===== src/sv/rsrp_pkg.sv =====
// Package for the rectangle sum block: field widths, configuration register
// indexes and the command/status structs between controller and datapath.
// No dependencies.
`default_nettype none

package rsrp_pkg;

  // Field widths
  localparam int ELEM_W     = 32;
  localparam int COORD_W    = 6;
  localparam int CNT_W      = 7;
  localparam int PREFIX_W   = 38;
  localparam int SUM_W      = 44;

  // Configuration port
  localparam int CFG_IDX_W  = 1;
  localparam int CFG_DATA_W = 7;

  localparam logic [CFG_IDX_W-1:0] REG_ROW_COUNT = 1'b0;
  localparam logic [CFG_IDX_W-1:0] REG_COL_COUNT = 1'b1;

  localparam logic [CNT_W-1:0] ROW_COUNT_RST = 7'd64;
  localparam logic [CNT_W-1:0] COL_COUNT_RST = 7'd64;

  // Request kinds
  localparam logic REQ_LOAD  = 1'b0;
  localparam logic REQ_QUERY = 1'b1;

  // Controller to datapath
  typedef struct packed {
    logic load_en;   // store the accepted element
    logic q_start;   // latch an accepted query
    logic issue;     // read the prefix pair of the current row
    logic acc_en;    // add the read pair into the accumulator
    logic out_load;  // move the finished result into the output register
  } cmd_t;

  // Datapath to controller
  typedef struct packed {
    logic q_err;     // query on the input lines is out of range or inverted
    logic last_row;  // current row is the bottom row
    logic out_busy;  // output register full and not taken this cycle
  } sts_t;

endpackage

`default_nettype wire


===== src/sv/rsrp_ctrl.sv =====
// Controller of the rectangle sum block: accepts requests and sequences the
// row walk of a query. Depends on rsrp_pkg for cmd_t and sts_t.
`default_nettype none

module rsrp_ctrl (
  input  wire logic            clk,
  input  wire logic            rst_n,
  input  wire logic            in_valid,
  input  wire logic            in_req_type,
  output      logic            in_ready,
  input  wire rsrp_pkg::sts_t  sts,
  output      rsrp_pkg::cmd_t  cmd
);

  typedef enum logic [1:0] {
    ST_IDLE,
    ST_ISSUE,
    ST_DRAIN,
    ST_FINISH
  } state_t;

  state_t state_r, state_nxt;
  logic   acc_en_r;

  // Next state and commands
  always_comb begin
    state_nxt    = state_r;
    in_ready     = 1'b0;
    cmd          = '0;
    cmd.acc_en   = acc_en_r;
    case (state_r)
      ST_IDLE: begin
        in_ready = 1'b1;
        if (in_valid) begin
          if (in_req_type == rsrp_pkg::REQ_LOAD) begin
            cmd.load_en = 1'b1;
          end else begin
            cmd.q_start = 1'b1;
            state_nxt   = sts.q_err ? ST_FINISH : ST_ISSUE;
          end
        end
      end
      ST_ISSUE: begin
        cmd.issue = 1'b1;
        if (sts.last_row) begin
          state_nxt = ST_DRAIN;
        end
      end
      ST_DRAIN: begin
        // last row's pair is added this cycle
        state_nxt = ST_FINISH;
      end
      ST_FINISH: begin
        if (!sts.out_busy) begin
          cmd.out_load = 1'b1;
          state_nxt    = ST_IDLE;
        end
      end
      default: begin
        state_nxt = ST_IDLE;
      end
    endcase
  end

  // State and accumulate strobe, registered from issue to line up with the registered read data
  always_ff @(posedge clk) begin
    if (!rst_n) begin
      state_r  <= ST_IDLE;
      acc_en_r <= 1'b0;
    end else begin
      state_r  <= state_nxt;
      acc_en_r <= cmd.issue;
    end
  end

endmodule

`default_nettype wire


===== config.mk =====
export PLATFORM = sky130hd
export DESIGN_NAME = rsrp_ctrl
export DESIGN_NICKNAME = d
export VERILOG_FILES = /design/src/sv/rsrp_pkg.sv /design/src/sv/rsrp_ctrl.sv
export SDC_FILE = /design/constraint.sdc
export NUM_CORES = 1
export LEC_CHECK = 0
export ABC_AREA = 1
export BUFFER_PORTS_ARGS = -buffer_cell sky130_fd_sc_hd__buf_2
export CORE_AREA = 4 4 41 43
export CTS_BUF_LIST = sky130_fd_sc_hd__clkbuf_4 sky130_fd_sc_hd__clkbuf_8 sky130_fd_sc_hd__clkbuf_16
export DETAILED_ROUTE_END_ITERATION = 10
export DIE_AREA = 0 0 45 47
export GPL_TIMING_DRIVEN = 0
export MAX_ROUTING_LAYER = met4
export PLACE_DENSITY = 0.43
export SETUP_SLACK_MARGIN = 0.1
export SYNTH_ARGS = -nofsm -noshare
export SYNTH_HDL_FRONTEND = slang
export SYNTH_SLANG_ARGS = --single-unit

===== constraint.sdc =====
create_clock -name clk -period 1.5 [get_ports clk]
set_clock_uncertainty 0.15 [all_clocks]
set_input_delay 0.075 -clock clk [delete_from_list [all_inputs] [get_ports clk]]
set_output_delay 0.075 -clock clk [all_outputs]
set_load 0.05 [all_outputs]

==> results by group <==
Pwr
  – Reg power frac: 16.2%
  – Max VDD drop: 472 uV
  – Comb power frac: 66.3%
  – Int Pwr: ~0.44 mW
  – LEAKAGE: 0.225 nW
  – Sw frac: between 40% and 50%
  – Clock power frac: about 18%
  – PD cells: around 2100 nW/um2
  – P_sw: 0.431 mW

Critical path
  – WP data required: 1270 ps
  – Crit Reg-Reg Startpoint: state_r[0]$_SDFFE_PN0P_
  – R2R depth: 7
  – R2R Setup Slk: between 200 and 300 ps
  – Setup crit start kind: flop
  – Critical R2R Capture: state_r[0]$_SDFFE_PN0P_
  – CP Capture Type: output pin
  – WS Path Type: reg2out
  – Crit path max fanout: 6
  – WP data arrival: around 1100 ps

Placement
  – GPL Wtd Cong: around 0.66
  – DP HPWL: 418 um
  – I/O Buffers: 12
  – Post-Place Cell Area: approximately 340 um2

Drt
  – Final wirelength: 471 um
  – Initial DRC Count: 0
  – DR DRC count: 0
  – DR vias: 250
  – Routed wire per std cell: 6.93 um
  – Vias per cell: about 3.7
  – Antenna-violating nets left: 0
  – Drt pass-1 iters: 1

Timing
  – Max Slew Vio Count: 0
  – Slew @ Worst Pin: about 250 ps
  – Fmax: 756 MHz
  – RSZ-0062 raised after global routing: yes
  – Final TNS setup: 0 ps
  – Final hold violations: 0
  – Worst slew margin: a little over four fifths
  – Final period utilization: 88.1%
  – Setup Viol. Count Final: 0
  – Min Clock Period, post-route: 1320 ps

Logic synthesis
  – XOR/XNOR Fraction of Synth Area: 0%
  – Adder-cell share of the synthesized area: between 20% and 30%
  – Area fraction in compound gates after synthesis: under 10%
  – Syn avg cell area: 6.58 um2
  – Synthesized area: between 200 and 250 um2
  – Number of synthesized flops with an enable pin: 0
  – Post-Synthesis Cells: 35
  – Synth Flop Type: dfxtp_1
  – Leading post-synthesis cells by cell area: dfxtp_1, ha_1, nand2_1
  – Yosys warns: 0
  – Yosys reg bits: 3
  – Top cells by count, synth: nand2_1, inv_1, nor2_1
  – Area share of the leading cell type in the synthesized netlist: 26.1%
  – Multiplexer area fraction after synthesis: 0%
  – Register area share after synthesis: 26.1%
  – Post-synthesis async set-or-reset flop share: 0%
  – Mapped Nets: 46
  – Combinational family with the most area after synthesis: simple AND/OR/NAND/NOR gates
  – Simple-Gate Fraction of Synth Area: 37.0%
  – Most common cell in the netlist: nand2_1
  – Yosys cell types: 10
  – Top cell type by total area after synthesis: dfxtp_1

Clocking
  – CTS tree: built
  – Clk slew on worst S/H paths: roughly 30 ps
  – CTS Sinks: 3
  – Clock insertion delay at the later pin of the skew report: 220 ps
  – CTS buffer count: 3
  – H-tree Lvls: 1
  – Root buffer cell: clkbuf_4
  – Max Buffers Root-to-Sink: 2

Global routing
  – Grt total ovfl: 0
  – Total track usage: 5.05%
  – Global Route met1 Usage: under 10%
  – GRT busiest layer: met2
  – Met3 Usage GRT: 1.15%
  – Largest net degree at the start of global routing: 7
  – First-pass GRT wire length: about 750 um
  – Number of global-route vias before repair: 228
  – Initial antenna violation count: 0
  – M2 GR Usage: 8.47%

Hold path
  – Hold Crit Depth: 5
  – Hold Path End: state_r[1]$_SDFFE_PN0P_
  – Min-delay src: sts[2]
  – Hold WC Path Type: in2reg

Floorplan
  – Die Wd: 45 um
  – Core Rows: 13
  – Die area: 2120 um2
  – IO Pins: 13
  – Die Span Y: 47 um
  – Initial core utilization: 17.7%
  – Core area: roughly 1300 um2

Cells and area
  – Layout overhead on the synthesized area: 81.0%
  – Antenna Cells: 0
  – Nets: 65
  – Fin area: 417 um2
  – Layout cells sized above 1: 56.6%

Job
  – Max-cap violation count: 0

Outcome
  – Status: finished, final reports clean
==> layout by cell type, fill, tap and decap left out, types with 2 or more instances in the layout <==
master    instances
dfxtp_2           2
inv_1             3
buf_4             2
nor2_4            2
nor2_1            4
buf_2             9
clkbuf_4          5
ha_1              2
nand2_2           2
nand2_1          10
inv_2             2
buf_8             2
==> final cells by class <==
type | instances | area (um2)
timing repair buffer | 14 | 100
multi-input combinational | 25 | 173
inverter | 6 | 25.0
tap | 15 | 18.8
fill | 145 | 885
sequential | 3 | 62.6
buffer | 1 | 7.51
clock buffer | 4 | 30.0
==> per-stage QoR <==
step	setup WS (ps)	utilization, %	total power [mW]	hold slack, ps	instances
finish	178	32.0	0.870	40.3	68
global route	98.3	32.0	0.943	77.1	68
CTS	113	30.1	0.837	52.3	67
detailed placement	211	26.1	0.657	160	62
global placement	216	26.1	0.657	158	62
floorplan	96.3	-	0.579	22.6	35
==> timing repair <==
item | 4_1_cts | 5_1_grt
pin swaps | 0 | 1
hold buffers | 1 | 0
buffers inserted | 0 | 1
resized for setup | 6 | 8
setup endpoints to repair | 3 | 4
endpoints found under the hold margin | 3 | 0
==> cells by family after synthesis <==
logic type                 Yosys count
adders and majority gates            4
buffers and inverters                7
and+or+nand+nor                     20
AOI/OAI and AO/OA                    1
DFF                                  3
==> metal layers <==
layer	routed length, um	share of wire (%)
met1	215	46
met2	230	49
met3	25	5.3
met4	0	0
met5	0	0
==> state kept, by name, indices dropped and copies added, names as in the netlist <==
name	count
state_r	2
acc_en_r	1
==> how the worst max path moves through the flow <==
stage | from | end | slack, ps | cells past startpoint
finish | state_r[0]$_SDFFE_PN0P_ | cmd[3] | 180 | 5
global route | state_r[1]$_SDFFE_PN0P_ | cmd[0] | 100 | 4
CTS | state_r[0]$_SDFFE_PN0P_ | cmd[3] | 110 | 5
detailed placement | state_r[0]$_SDFFE_PN0P_ | cmd[3] | 210 | 5
global placement | state_r[0]$_SDFFE_PN0P_ | cmd[3] | 220 | 5
floorplan | state_r[0]$_SDFFE_PN0P_ | cmd[0] | 100 | 3
==> worst max-delay path, cell delays in order (launching register included) <==
cell	delay (ps)
dfxtp_2	320
inv_2	80
ha_4	160
inv_2	50
nor2_4	100
buf_8	150
==> power groups by stage <==
stage               clock [mW]  combinational (mW)  sequential, mW
global placement             0               0.526           0.131
finish                   0.153               0.576           0.141
global route             0.167               0.630           0.146
detailed placement           0               0.528           0.129
CTS                      0.158               0.548           0.132
floorplan                    0               0.453           0.126
No activity file was read; power rests on OpenSTA's default activity.
